## src/rtl/prqs_pkg.sv

```systemverilog
// ============================================================================
// prqs_pkg: shared types and codes for the priority ready queue
// Entry layout, command codes and result status codes.
// ============================================================================
package prqs_pkg;

    localparam int ID_W   = 8;
    localparam int PRIO_W = 8;
    localparam int TIME_W = 16;

    // command carried in the input tuser
    localparam logic CMD_INSERT = 1'b0;
    localparam logic CMD_SELECT = 1'b1;

    // Entry, id in the lowest bits
    typedef struct packed {
        logic [TIME_W-1:0] done;
        logic [TIME_W-1:0] needed;
        logic [PRIO_W-1:0] prio;
        logic [ID_W-1:0]   id;
    } t_entry;

    localparam int ENTRY_W = $bits(t_entry);

    typedef enum logic [1:0] {
        STAT_INSERTED = 2'd0,
        STAT_FULL     = 2'd1,
        STAT_SELECTED = 2'd2,
        STAT_EMPTY    = 2'd3
    } t_status;

    typedef struct packed {
        logic    now_empty;
        t_entry  entry;
        t_status status;
    } t_result;

endpackage

```

## src/rtl/priority_ready_queue_select_top.sv

```systemverilog
// ============================================================================
// priority_ready_queue_select_top: priority ready queue with select
// Arrival-ordered store of process entries; select removes the best one.
// ============================================================================
// The queue keeps up to QUEUE_DEPTH entries in arrival order in one
// synchronous RAM. An insert beat (tuser = 0) appends at the tail, or
// reports full. A select beat (tuser = 1) scans the RAM one entry per cycle
// for the highest priority, breaking ties on the smallest needed - done
// (signed) and then on arrival order, then closes the gap by moving each
// later entry down one slot, again one per cycle. An insert, or a select on
// an empty queue, is answered straight from ST_IDLE with no scan.
// The RAM's single read port sets both passes. A result sits in the output
// register and a second one can wait behind it, so the next beat is taken
// while an earlier result is still unclaimed.
// No clearing pass: only slots below the entry count are ever read.
// ============================================================================
module priority_ready_queue_select_top #(
    parameter int QUEUE_DEPTH = 16
) (
    input  logic        i_clk,
    input  logic        i_rst_n,
    // slave side
    input  logic        i_s_tvalid,
    output logic        o_s_tready,
    // [7:0] proc_id, [15:8] prio_level, [31:16] service_needed,
    // [47:32] service_done
    input  logic [47:0] i_s_tdata,
    // [0] cmd
    input  logic        i_s_tuser,
    // master side
    output logic        o_m_tvalid,
    input  logic        i_m_tready,
    // [7:0] out_id, [15:8] out_prio, [31:16] out_needed, [47:32] out_done,
    // [48] now_empty, [55:49] zero
    output logic [55:0] o_m_tdata,
    // [1:0] result_status
    output logic [1:0]  o_m_tuser
);
    import prqs_pkg::*;

    localparam int AW = (QUEUE_DEPTH > 1) ? $clog2(QUEUE_DEPTH) : 1;
    localparam int CW = $clog2(QUEUE_DEPTH + 1);

    typedef enum logic [1:0] {
        ST_IDLE,
        ST_SCAN,
        ST_SHIFT
    } t_state;

    t_state              r_state, n_state;
    logic [CW-1:0]       r_count, n_count;
    logic [AW-1:0]       r_idx, n_idx;       // scan: slot in rd data; shift: write slot
    t_entry              r_best, n_best;
    logic [AW-1:0]       r_best_idx, n_best_idx;
    logic signed [16:0]  r_best_rem, n_best_rem;
    t_result             r_out, n_out;
    logic                r_out_valid, n_out_valid;
    t_result             r_pend, n_pend;
    logic                r_pend_valid, n_pend_valid;

    // RAM port
    logic          rd_en, wr_en;
    logic [AW-1:0] rd_addr, wr_addr;
    t_entry        wr_data, rd_data;

    // work result of this cycle
    logic    fin;
    t_result fin_res;

    logic               accept, out_free, take, last;
    t_entry             in_entry;
    logic signed [16:0] cand_rem;
    logic [CW-1:0]      idx_ext, count_m1;
    logic [CW:0]        shift_next;

    prqs_entry_ram #(
        .DEPTH (QUEUE_DEPTH),
        .AW    (AW)
    ) u_ram (
        .i_clk     (i_clk),
        .i_wr_en   (wr_en),
        .i_wr_addr (wr_addr),
        .i_wr_data (wr_data),
        .i_rd_en   (rd_en),
        .i_rd_addr (rd_addr),
        .o_rd_data (rd_data)
    );

    assign o_s_tready = (r_state == ST_IDLE) && !r_pend_valid;
    assign accept     = i_s_tvalid && o_s_tready;
    assign out_free   = !r_out_valid || i_m_tready;
    assign in_entry   = t_entry'(i_s_tdata);

    assign idx_ext    = CW'(r_idx);
    assign count_m1   = r_count - CW'(1);
    assign shift_next = {1'b0, idx_ext} + (CW + 1)'(2);
    assign cand_rem   = $signed({1'b0, rd_data.needed}) - $signed({1'b0, rd_data.done});

    // scan compare: first slot seeds the best; later slots must strictly win
    always_comb begin
        take = (r_idx == '0) ||
               (rd_data.prio > r_best.prio) ||
               ((rd_data.prio == r_best.prio) && (cand_rem < r_best_rem));
        last = (idx_ext == count_m1);
    end

    always_comb begin
        n_state      = r_state;
        n_count      = r_count;
        n_idx        = r_idx;
        n_best       = r_best;
        n_best_idx   = r_best_idx;
        n_best_rem   = r_best_rem;
        rd_en        = 1'b0;
        rd_addr      = '0;
        wr_en        = 1'b0;
        wr_addr      = r_idx;
        wr_data      = rd_data;
        fin          = 1'b0;
        fin_res      = '0;

        unique case (r_state)
            ST_IDLE: begin
                if (accept) begin
                    if (i_s_tuser == CMD_INSERT) begin
                        fin = 1'b1;
                        if (r_count == CW'(QUEUE_DEPTH)) begin
                            fin_res.status    = STAT_FULL;
                            fin_res.now_empty = (r_count == '0);
                        end else begin
                            wr_en             = 1'b1;
                            wr_addr           = r_count[AW-1:0];
                            wr_data           = in_entry;
                            n_count           = r_count + CW'(1);
                            fin_res.status    = STAT_INSERTED;
                            fin_res.now_empty = 1'b0;
                        end
                    end else if (r_count == '0) begin
                        fin               = 1'b1;
                        fin_res.status    = STAT_EMPTY;
                        fin_res.now_empty = 1'b1;
                    end else begin
                        rd_en   = 1'b1;
                        rd_addr = '0;
                        n_idx   = '0;
                        n_state = ST_SCAN;
                    end
                end
            end

            ST_SCAN: begin
                if (take) begin
                    n_best     = rd_data;
                    n_best_idx = r_idx;
                    n_best_rem = cand_rem;
                end
                if (last) begin
                    if (CW'(n_best_idx) == count_m1) begin
                        // winner at the tail: nothing to move
                        fin               = 1'b1;
                        fin_res.status    = STAT_SELECTED;
                        fin_res.entry     = n_best;
                        fin_res.now_empty = (r_count == CW'(1));
                        n_count           = count_m1;
                        n_state           = ST_IDLE;
                    end else begin
                        rd_en   = 1'b1;
                        rd_addr = n_best_idx + AW'(1);
                        n_idx   = n_best_idx;
                        n_state = ST_SHIFT;
                    end
                end else begin
                    rd_en   = 1'b1;
                    rd_addr = r_idx + AW'(1);
                    n_idx   = r_idx + AW'(1);
                end
            end

            ST_SHIFT: begin
                // rd data holds slot r_idx + 1; move it down
                wr_en   = 1'b1;
                wr_addr = r_idx;
                wr_data = rd_data;
                if (shift_next < {1'b0, r_count}) begin
                    rd_en   = 1'b1;
                    rd_addr = r_idx + AW'(2);
                    n_idx   = r_idx + AW'(1);
                end else begin
                    fin               = 1'b1;
                    fin_res.status    = STAT_SELECTED;
                    fin_res.entry     = r_best;
                    fin_res.now_empty = (r_count == CW'(1));
                    n_count           = count_m1;
                    n_state           = ST_IDLE;
                end
            end

            default: begin
                n_state = ST_IDLE;
            end
        endcase
    end

    // output register plus one waiting result behind it
    always_comb begin
        n_out        = r_out;
        n_out_valid  = r_out_valid;
        n_pend       = r_pend;
        n_pend_valid = r_pend_valid;
        if (r_out_valid && i_m_tready) begin
            n_out_valid = 1'b0;
        end
        if (r_pend_valid && out_free) begin
            n_out        = r_pend;
            n_out_valid  = 1'b1;
            n_pend_valid = 1'b0;
        end
        if (fin) begin
            if (out_free) begin
                n_out       = fin_res;
                n_out_valid = 1'b1;
            end else begin
                n_pend       = fin_res;
                n_pend_valid = 1'b1;
            end
        end
    end

    always_ff @(posedge i_clk) begin
        if (!i_rst_n) begin
            r_state      <= ST_IDLE;
            r_count      <= '0;
            r_out_valid  <= 1'b0;
            r_pend_valid <= 1'b0;
        end else begin
            r_state      <= n_state;
            r_count      <= n_count;
            r_out_valid  <= n_out_valid;
            r_pend_valid <= n_pend_valid;
        end
        r_idx      <= n_idx;
        r_best     <= n_best;
        r_best_idx <= n_best_idx;
        r_best_rem <= n_best_rem;
        r_out      <= n_out;
        r_pend     <= n_pend;
    end

    assign o_m_tvalid = r_out_valid;
    assign o_m_tdata  = {7'b0, r_out.now_empty, r_out.entry};
    assign o_m_tuser  = r_out.status;

endmodule

```

## src/rtl/prqs_entry_ram.sv

```systemverilog
// ============================================================================
// prqs_entry_ram: entry store
// One write port, one read port, read data registered.
// ============================================================================
module prqs_entry_ram #(
    parameter int DEPTH = 16,
    parameter int AW    = 4
) (
    input  logic             i_clk,
    input  logic             i_wr_en,
    input  logic [AW-1:0]    i_wr_addr,
    input  prqs_pkg::t_entry i_wr_data,
    input  logic             i_rd_en,
    input  logic [AW-1:0]    i_rd_addr,
    output prqs_pkg::t_entry o_rd_data
);
    import prqs_pkg::*;

    t_entry r_mem [DEPTH];
    t_entry r_rd_data;

    always_ff @(posedge i_clk) begin
        if (i_wr_en) begin
            r_mem[i_wr_addr] <= i_wr_data;
        end
        if (i_rd_en) begin
            r_rd_data <= r_mem[i_rd_addr];
        end
    end

    assign o_rd_data = r_rd_data;

endmodule
```

## config.mk

```make
export PLATFORM = sky130hd
export DESIGN_NAME = priority_ready_queue_select_top
export DESIGN_NICKNAME = d
export VERILOG_FILES = /design/src/rtl/prqs_pkg.sv /design/src/rtl/priority_ready_queue_select_top.sv /design/src/rtl/prqs_entry_ram.sv
export SDC_FILE = /design/constraint.sdc
export NUM_CORES = 1
export LEC_CHECK = 0
export ABC_AREA = 1
export CAP_MARGIN = 30
export CORE_MARGIN = 3
export CORE_UTILIZATION = 55
export CTS_BUF_LIST = sky130_fd_sc_hd__clkbuf_4
export CTS_CLUSTER_SIZE = 20
export DETAILED_ROUTE_END_ITERATION = 12
export DONT_BUFFER_PORTS = 1
export HOLD_SLACK_MARGIN = 0.15
export PLACE_DENSITY_LB_ADDON = 0.3
export SLEW_MARGIN = 20
export SYNTH_ARGS = -nofsm -noshare
export SYNTH_HDL_FRONTEND = slang
export SYNTH_HIERARCHICAL = 1
export SYNTH_SLANG_ARGS = --single-unit
```

## constraint.sdc

```tcl
create_clock -name i_clk -period 8.9 [get_ports i_clk]
set_input_delay 1.78 -clock i_clk [delete_from_list [all_inputs] [get_ports i_clk]]
set_output_delay 1.78 -clock i_clk [all_outputs]
set_load 0.005 [all_outputs]
```

Word-level counts from Yosys, hierarchy flattened
Memory sizes are Yosys's and may differ from the RTL's. A register that Yosys moved wholly into a read port is not among the register bits.
Cells that the tools add are included.
{ "totals": {"ff_bits": 184, "ram_bits": 768, "input_bits": 53, "out_inout_bits": 60, "elab_cells": 150, "memories": 1} }
{ "memory_table": {"columns": ["name", "depth", "width", "read_ports", "rd_clocked_by_memory_dff", "write_ports", "line", "rtl"], "rows": [
  ["u_ram.r_mem", 16, 48, 1, 1, 1, "prqs_entry_ram.sv:19", "t_entry r_mem [DEPTH];"]
]} }
{ "classes": {"addsub": 7, "magnitude_cmp": 3, "n_eq_ne": 17, "mux": 79, "bitwise": 1, "reduce_logical": 19} }
{ "ops": {"columns": ["op", "count"], "rows": [
  ["$mux W51", 6],
  ["$mux W48", 5],
  ["$pmux W48 S2", 1],
  ["$mux W4", 15],
  ["$mux W5", 6],
  ["$mux W1", 28],
  ["$mux W2", 9],
  ["$ne A2 B2 Y1 const B", 9],
  ["$lt A17 B17 Y1", 1],
  ["$sub A16 B16 Y17", 1],
  ["$pmux W5 S3", 1],
  ["$pmux W2 S3", 2],
  ["$pmux W4 S3", 1],
  ["$eq A4 B5 Y1", 2],
  ["$pmux W1 S3", 3],
  ["$add A4 B1 Y4 const B", 2],
  ["$eq A8 B8 Y1", 1],
  ["$gt A8 B8 Y1", 1],
  ["$pmux W4 S2", 1],
  ["$reduce_and A7 Y1", 1],
  ["$reduce_and A6 Y1", 1],
  ["$add A4 B2 Y5 const B", 1],
  ["$add A5 B1 Y5 const B", 1],
  ["$eq A5 B1 Y1 const B", 1],
  ["other kinds (18)", 26]
]} }

Longest topological paths before layout
Gate-level depths: netlist (run 1).
{ "depth": {"ltp_word": 12, "ltp_mapped": 47, "ltp_nobuf": 42} }

Modules after synthesis
Netlist (run 1), hierarchy kept.
{ "by_module_without_submodules": {"columns": ["module", "instances", "cells_each", "area_each_um2", "seq_area_each_um2"], "rows": [
  ["prqs_entry_ram", 1, 3165, 34411.8, 24503.5],
  ["priority_ready_queue_select_top", 1, 1385, 11056.9, 4924.7]
]} }

Least setup slack after synthesis (run 1)
No wires, ideal clock.
{ "synth_timing": {"path_type": "register to register", "start": "register, netlist name u_ram/o_rd_data[32]", "end": "register, netlist name u_ram/o_rd_data[0]", "arrival_ps": 6209, "t_required_ps": 8418, "setup_slack_ps": 2208, "path_stages_with_launch": 31, "n_path_buf": 1, "period_less_slack_ps": 6692, "cell_sequence": "edfxtp_1 > ha_1 > inv_1 > fa_1 > nand3_1 > nand2_1 > nand2_1 > o211ai_1 > a21oi_1 > o21ai_0 > a21oi_1 > o21bai_1 > nand3_1 > a21oi_1 > o22ai_1 > ha_1 > a21o_1 > nor2_1 > nand2_1 > nor2_1 > nand3_1 > nand3_4 > nand2_2 > buf_6 > nand2_1 > nand2_1 > nand2_1 > nand2_1 > nand3_2 > o21ai_1 > a31oi_1"} }
{ "synth_between": {"elab_chain_cells": 10, "elab_cells_between_ends": 14, "classes_between": "add/sub (2); order compare (1); eq/ne (1); mux (8); reduce/logical (2)"} }
{ "synth_rtl": {"columns": ["item", "line", "rtl"], "rows": [
  ["$sub A16 B16 Y17", "priority_ready_queue_select_top.sv:97", "assign cand_rem = $signed({1'b0, rd_data.needed}) - $signed({1'b0, rd_data.done});"],
  ["named net cand_rem[16]", "priority_ready_queue_select_top.sv:72", "logic signed [16:0] cand_rem;"],
  ["$lt A17 B17 Y1", "priority_ready_queue_select_top.sv:103", "((rd_data.prio == r_best.prio) && (cand_rem < r_best_rem));"],
  ["$logic_and A1 B1 Y1", "priority_ready_queue_select_top.sv:103", null],
  ["$logic_or A1 B1 Y1", "priority_ready_queue_select_top.sv:102", "(rd_data.prio > r_best.prio) ||"],
  ["$mux W4", "priority_ready_queue_select_top.sv:152", "if (take) begin"],
  ["$mux W4", "priority_ready_queue_select_top.sv:122", "unique case (r_state)"],
  ["$eq A4 B5 Y1", "priority_ready_queue_select_top.sv:158", "if (CW'(n_best_idx) == count_m1) begin"],
  ["$mux W1", "priority_ready_queue_select_top.sv:158", null],
  ["$mux W1", "priority_ready_queue_select_top.sv:157", "if (last) begin"],
  ["$pmux W1 S3", "priority_ready_queue_select_top.sv:122", null],
  ["named net rd_en", "priority_ready_queue_select_top.sv:62", "logic rd_en, wr_en;"]
]} }
The timed path passes the listed nets, and every way through them passes these cells. The select of a mux whose other input is x is not followed.
A chain may end at the register's enable or synchronous reset.

Worst setup path after layout (run 1)
{ "layout_timing": {"start": "register, netlist name u_ram/o_rd_data[20]", "end": "register, netlist name u_ram/o_rd_data[0]"} }
{ "layout_between": {"elab_chain_cells": 10, "elab_cells_between_ends": 14, "classes_between": "add/sub (2); order compare (1); eq/ne (1); mux (8); reduce/logical (2)"} }
{ "layout_rtl": {"columns": ["item", "line", "rtl"], "rows": [
  ["$sub A16 B16 Y17 (*)", "priority_ready_queue_select_top.sv:97", null],
  ["named net cand_rem[16]", "priority_ready_queue_select_top.sv:72", null],
  ["$lt A17 B17 Y1 (*)", "priority_ready_queue_select_top.sv:103", null],
  ["$logic_and A1 B1 Y1 (*)", "priority_ready_queue_select_top.sv:103", null],
  ["$logic_or A1 B1 Y1 (*)", "priority_ready_queue_select_top.sv:102", null],
  ["$mux W4 (*)", "priority_ready_queue_select_top.sv:152", null],
  ["$mux W4 (*)", "priority_ready_queue_select_top.sv:122", null],
  ["$add A4 B1 Y4 / $eq A4 B5 Y1 (equally long branches)", "priority_ready_queue_select_top.sv:168, priority_ready_queue_select_top.sv:158", null],
  ["$mux W4 (*)", "priority_ready_queue_select_top.sv:158", null],
  ["$mux W4 (*)", "priority_ready_queue_select_top.sv:157", null],
  ["$pmux W4 S2 (*)", "priority_ready_queue_select_top.sv:122", null],
  ["named net rd_addr[0]", "priority_ready_queue_select_top.sv:63", "logic [AW-1:0] rd_addr, wr_addr;"]
]} }
The timed path passes the listed nets; every way through them passes the cells marked *. The select of a mux whose other input is x is not followed.

==> flow_summary.toml, run 1 <==
[outcome]
status = "finished clean"

[drt]
route.detailed.wl_per_inst_um = 19.4
drt_first_iter_violations = 3791
drc = 0
vias = 32000
routed_via_density = 5.41
drtAntennaViolNets = 0
dr.pass1.iters = 5
drt_wl_total_um = 115000

[logic_synthesis]
async_reset_ff_share_pct = 0
yosysWarnings = 6
ys_seq_elements = 1000
synth_ff_type = "edfxtp_1"
synth-edff-count = 940
syn_area_per_cell_sq_um = 9.99
ys_top_cells_by_area = "edfxtp_1 62%, nand2_1 13%, nand3_1 6.8%"
synth_top_area_share_pct = 62.1
synth_area_sq_um = 45500
seq_area_frac_synth_pct = 64.7
synth_largest_area_cell = "edfxtp_1"
synthCells = 4550
ys_types = 47

[pwr]
power.density_nw_per_um2 = 324
vdd_drop_max_mv = 0.280
power_leakage_nw = 21.6

[grt]
grt_pass1_vias = 30600
grt_pass1_wl_um = 175000
overflow = 0
grt_antenna_before_repair = 10
grt_usage_pct = 26.7
grt_max_degree = 193

[final_layout]
final_cell_mix = "1520 x nand2_1, 940 x edfxtp_1, 732 x inv_1"
final_common_cell = "nand2_1"
final_nets = 4768
nFillCells = 6566
fin_cells = 5912
fin_util_pct = 61.5
drive_gt1_share_pct = 11.2
synthToLayoutAreaGrowth_pct = 9.80

[floorplan]
num_rows = 104
start_util_pct = 56.0
io_pins = 113
dieArea_sq_um = 86200
coreArea_sq_um = 81200
chipHeight_um = 294
chipWidth_um = 294

[placed_design]
dp_slack_ns = 1.99
numPlacedInstances = 5465
portBuffers = 0
gp_congestion = 0.877
dp_hpwl_um = 63100

[clock_network]
clockBufferDepth = 3
cts_tree = "yes"
cts_buffers = 240
htree_levels = 4
cts_sinks = 1000
post_cts_buffers = 0
cts_root_buffer = "clkbuf_4"
ctsResizeCount = 0
clk_latency_ns = 1.11
clk_pin_slew_worst_paths_ns = 0.07
hold_buffers = 0

[sta]
period_needed_ns = 7.22
clock_skew_ns = 0.0853
rsz0062_at_grt = "no"
fin_crit_sh_pct = 81.1
tns_ns = 0
finalSetupViolCount = 0
tightest_slew_ns = 1.37
fin_ws_ns = 1.68
max_freq_mhz = 139
slew_viol_final = 0
final_hold_viol_count = 0
hold_slack_ns = 0.514
slew_headroom_pct = 8.96

[setup_path]
crit_arrival_ns = 8.04
crit_slowest_cell = "buf_12"
worstSetupPathType = "reg2reg"
critPathMaxFanout = 190
cp_common_cell = "nand2_1"
startpoint_type = "flop"
slowest_delay_ns = 0.57
crit_required_ns = 9.72
crit_path_end_kind = "flop"

[run]
drv_cap = 0

[hold_path]
worst_hold_path_type = "reg2reg"
==> synth_stat cells, types with 3 or more instances <==
cell and n:
nand2_1 1521, edfxtp_1 940, inv_1 735, nand3_1 615
buf_2 94, clkbuf_1 68, o21ai_0 62, dfxtp_1 60
ha_1 58, nor2_1 54, mux2_2 51, nand4_1 51
o21ai_1 51, a21oi_1 47, buf_4 30, buf_6 27
xor2_1 23, buf_1 11, nor3_1 6, inv_2 4
nand3_2 3, nand3b_1 3, o211ai_1 3, o22ai_1 3
or2_2 3
==> logic make-up after synthesis <==
kind of cell / synth area share [%]
adder cells (fa/ha/maj): 1.64
AND/OR/NAND/NOR: 20.9
multiplexers: 1.26
flip-flops: 64.7
AO/OA/AOI/OAI: 2.07
buffers and inverters: 8.97
other: 0.00825
XOR/XNOR: 0.462
==> per-layer routing <==
metal | global-route usage (%) | part of all wire (%) | routed length [um]
met1 | 35.0 | 40 | 45700
met2 | 43.1 | 47 | 53800
met3 | 6.20 | 10 | 11500
met4 | 10.9 | 3.2 | 3680
met5 | 0 | 0.098 | 113
==> path summary, 6_finish.rpt <==
kind	start	endpoint	slack, ns	depth (start not counted)
max	u_ram/o_rd_data[20]	u_ram/o_rd_data[0]	1.68	38
max reg2reg	u_ram/o_rd_data[20]	u_ram/o_rd_data[0]	1.68	38
min reg2reg	r_count[3]	r_count[3]	0.51	2
min	r_count[3]	r_count[3]	0.51	2
==> worst max-delay path, delay by kind of cell (launching register included) <==
family	cells	cell delay, ns
AND/OR/NAND/NOR	25	2.65
AO/OA/AOI/OAI	8	1.57
buffers and inverters	3	1.05
adder cells (fa/ha/maj)	2	0.80
flip-flops	1	0.56
==> state kept, by name, indices dropped and copies added (netlist names) <==
| register | cells |
|---|---|
| u_ram/o_rd_data | 48 |
| r_pend | 51 |
| o_m_tdata | 49 |
| r_state | 2 |
| r_best | 48 |
| o_m_tuser | 2 |
| r_best_rem | 17 |
| r_idx | 4 |
| o_m_tvalid | 1 |
| r_pend_valid | 1 |
| r_best_idx | 4 |
| r_count | 5 |
| u_ram/r_mem | 768 |
==> power breakdown <==
group | internal (mW) | total (mW) | switching (mW)
Combinational | 1.45 | 5.36 | 3.91
Clock | 1.89 | 3.70 | 1.81
Sequential | 6.71 | 7.11 | 0.400
Total | 10.1 | 16.2 | 6.12
==> metrics by stage <==
step                area [sq um]  total power, mW
finish                     49900             16.2
global route               49900             17.2
CTS                        49700             16.1
detailed placement         46600             12.4
global placement           46400             12.3
floorplan                  45500             10.7
==> final cells by class <==
class / count / area [sq um] / share of cell area, %
flip-flops and latches: 1000 / 29400 / 58.9
multi-input cells: 2585 / 12200 / 24.5
inverters: 741 / 2800 / 5.61
clock buffers: 342 / 2570 / 5.14
well taps: 1060 / 1330 / 2.66
repair buffers: 88 / 1060 / 2.13
clock inverters: 92 / 514 / 1.03
diodes: 4 / 10.0 / 0.0200
No activity file was read; power rests on OpenSTA's default activity.
==> inputs of run 2 (changes only) <==
--- a/config.mk
+++ b/config.mk
@@ -5,7 +5,7 @@
 export SDC_FILE = /design/constraint.sdc
 export NUM_CORES = 1
 export LEC_CHECK = 0
-export ABC_AREA = 1
+export ABC_AREA = 0
 export CAP_MARGIN = 30
 export CORE_MARGIN = 3
 export CORE_UTILIZATION = 55
==> constraint.sdc (replaced) <==
create_clock -name i_clk -period 6.74 [get_ports i_clk]
set_input_delay 1.348 -clock i_clk [delete_from_list [all_inputs] [get_ports i_clk]]
set_output_delay 1.348 -clock i_clk [all_outputs]
set_load 0.005 [all_outputs]
==> run 2 against run 1 <==
Effect of this change: the flow now finishes with violations (setup timing); global-route usage fell by 0.97 points; combinational power decreased by 44%; cell area fell by 4.1%; core utilization up 3.8 points; clock skew is 0.0014 ns lower; clock-buffer cell count down 7; register-to-register slack worse by 1.7 ns; hold slack worse by 0.12 ns; largest cell class unchanged; sequential share of layout area increased by 2.5 points; critical path depth decreased by 3.
==> flow_summary.toml, run 2 <==
[drt]
drtAntennaViolNets = 0
met3_length_um = 10500
route.detailed.wl_per_inst_um = 27.6
wl_met2_um = 49000
wl_met1_um = 38000
top_layer = "met5"
vias = 22500
dr.pass1.iters = 7
routed_via_density = 6.19
drt_wl_total_um = 100000
drc = 0
drt_first_iter_violations = 2512

[logic_synthesis]
synthTopCellsByCount = "940 x edfxtp_1, 192 x mux4_2, 141 x mux2_2, 106 x nand2_1, 97 x a22oi_1"
synth_most_common_cell = "edfxtp_1"
syn_area_per_cell_sq_um = 19.1
synth_area_sq_um = 40900
ys_types = 69
synth_ff_type = "edfxtp_1"
seq_area_frac_synth_pct = 72.0
synth_largest_area_cell = "edfxtp_1"
synth-edff-count = 940
async_reset_ff_share_pct = 0
synth_top_area_share_pct = 69.1
ys_top_cells_by_area = "edfxtp_1 69%, mux4_2 11%, mux2_2 3.9%"
yosysWarnings = 6
ys_seq_elements = 1000
synthCells = 2145

[sta]
max_freq_mhz = 148
clock_skew_ns = 0.0839
tightest_slew_ns = 1.07
period_needed_ns = 6.75
slew_headroom_pct = 29.0
hold_slack_ns = 0.396
rsz0062_at_grt = "yes"
slew_viol_final = 0
fin_ws_ns = -0.00711
tns_ns = -0.0129
fin_crit_sh_pct = 100
final_hold_viol_count = 0
finalSetupViolCount = 2

[clock_network]
cts_sinks = 1000
cts_root_buffer = "clkbuf_4"
clk_latency_ns = 1.10
hold_buffers = 0
clockBufferDepth = 3
cts_tree = "yes"
cts_buffers = 238
clk_pin_slew_worst_paths_ns = 0.07
htree_levels = 4

[final_layout]
finalInstanceArea_sq_um = 47900
final_cell_mix = "940 x edfxtp_1, 337 x clkbuf_4, 192 x mux4_2"
synthToLayoutAreaGrowth_pct = 17.2
regMostFlops = "u_ram/r_mem"
final_nets = 2597
largest_reg_flops = 768
drive_gt1_share_pct = 40.7
final_common_cell = "edfxtp_1"
nFillCells = 4900

[placed_design]
dp_slack_ns = -0.385
postPlaceCellArea_sq_um = 43300
portBuffers = 0
dp_hpwl_um = 56600
gp_congestion = 0.831

[setup_path]
crit_slowest_cell = "mux4_2"
crit_arrival_ns = 7.57
critPathMaxFanout = 6
reg2reg_setup_slack_ns = -0.007
startpoint_type = "flop"
cp-startpoint = "u_ram/o_rd_data[16]"
slowest_delay_ns = 0.52
crit_path_end_kind = "flop"
reg2reg_to = "u_ram/o_rd_data[21]"
crit_required_ns = 7.56
r2r_cells = 35
cp_common_cell = "a21oi_2"
worstSetupPathType = "reg2reg"
reg2reg_from = "u_ram/o_rd_data[16]"

[grt]
grt_antenna_before_repair = 13
grt_pass1_vias = 22800
grt_max_degree = 57
grt_pass1_wl_um = 145000
grt_usage_pct = 25.7
overflow = 0

[hold_path]
worst_hold_path_type = "in2reg"
hold_depth = 1
hold_path_end = "r_state[1]"
hold_start = "i_rst_n"

[floorplan]
start_util_pct = 55.7
io_pins = 113
chipHeight_um = 279
coreArea_sq_um = 73300
num_rows = 99
chipWidth_um = 279
dieArea_sq_um = 77600

[pwr]
power_leakage_nw = 16.0
vdd_drop_max_mv = 0.209
power.density_nw_per_um2 = 325

[outcome]
violations = "setup timing"
status = "complete, but fails checks"

[run]
drv_cap = 0
==> run 2: cell types whose count changed after synthesis, sizes merged, moves of 17 or more <==
cell    change
nand3     -610
a22oi      +97
nor2       -17
a21oi      -29
inv       -675
mux2      +121
o21ai      -63
a32o       +49
mux4      +192
clkbuf     -17
buf        -95
nand2    -1417
nand4      -45
==> run 2: worst max path at each step <==
| stage | endpoint | cells past startpoint |
|---|---|---|
| after floorplan | u_ram/o_rd_data[10] | 35 |
| after global placement | u_ram/o_rd_data[46] | 31 |
| after detailed placement | u_ram/o_rd_data[21] | 31 |
| after CTS | u_ram/o_rd_data[40] | 33 |
| after global routing | u_ram/o_rd_data[24] | 34 |
| final | u_ram/o_rd_data[21] | 35 |
==> run 2: power breakdown <==
group,switching (mW),internal [mW]
Clock,2.36,2.31
Sequential,0.260,7.65
Combinational,1.81,1.20
Total,4.43,11.2
==> run 2: area by class of cell <==
class,count,area [sq um],area share [%]
timing repair buffer,212,2700,5.64
clock buffer,335,2510,5.25
multi-input combinational,968,11400,23.8
tap,959,1200,2.50
sequential,1000,29400,61.4
antenna,4,10.0,0.0209
clock inverter,95,422,0.880
inverter,65,244,0.509
==> run 2: kinds of logic after synthesis <==
logic type	after synthesis	synth area share, %
AOI/OAI and AO/OA	271	5.02
other	1	0.00917
xor gates and xnor gates	23	0.493
muxes	374	15.8
adders and majority gates	59	1.82
and+or+nand+nor	234	2.70
buffers and inverters	183	2.14
DFF	1000	72.0
==> run 2: repair_timing <==
| action | CTS | global route |
|---|---|---|
| endpoints found under the setup margin | 48 | 48 |
| gates cloned | 8 | 11 |
| gates resized for setup | 31 | 137 |
| pin swaps | 10 | 122 |
| buffers inserted | 6 | 18 |
==> run 2: stage by stage <==
stage / utilization, % / instances / total power [mW]
detailed placement: 59.1 / 3153 / 10.8
finish: 65.3 / 3638 / 15.6
global route: 65.3 / 3637 / 16.3
floorplan: - / 2151 / 9.67
CTS: 63.7 / 3597 / 15.5
global placement: 59.1 / 3153 / 10.7
==> run 2: per-layer routing <==
layer | up-vias | GRT usage, %
li1 | 9603 | -
met1 | 11500 | 34.4
met2 | 1252 | 41.2
met3 | 169 | 6.81
met4 | 6 | 9.44
met5 | - | 0
==> run 2: worst max-delay path: cells and delay by family (launching register included) <==
family / cells / cell delay, ns
AOI/OAI and AO/OA: 14 / 2.24
xor gates and xnor gates: 1 / 0.07
adders and majority gates: 3 / 0.85
buffers and inverters: 8 / 1.07
DFF: 1 / 0.41
muxes: 1 / 0.52
and+or+nand+nor: 8 / 1.33
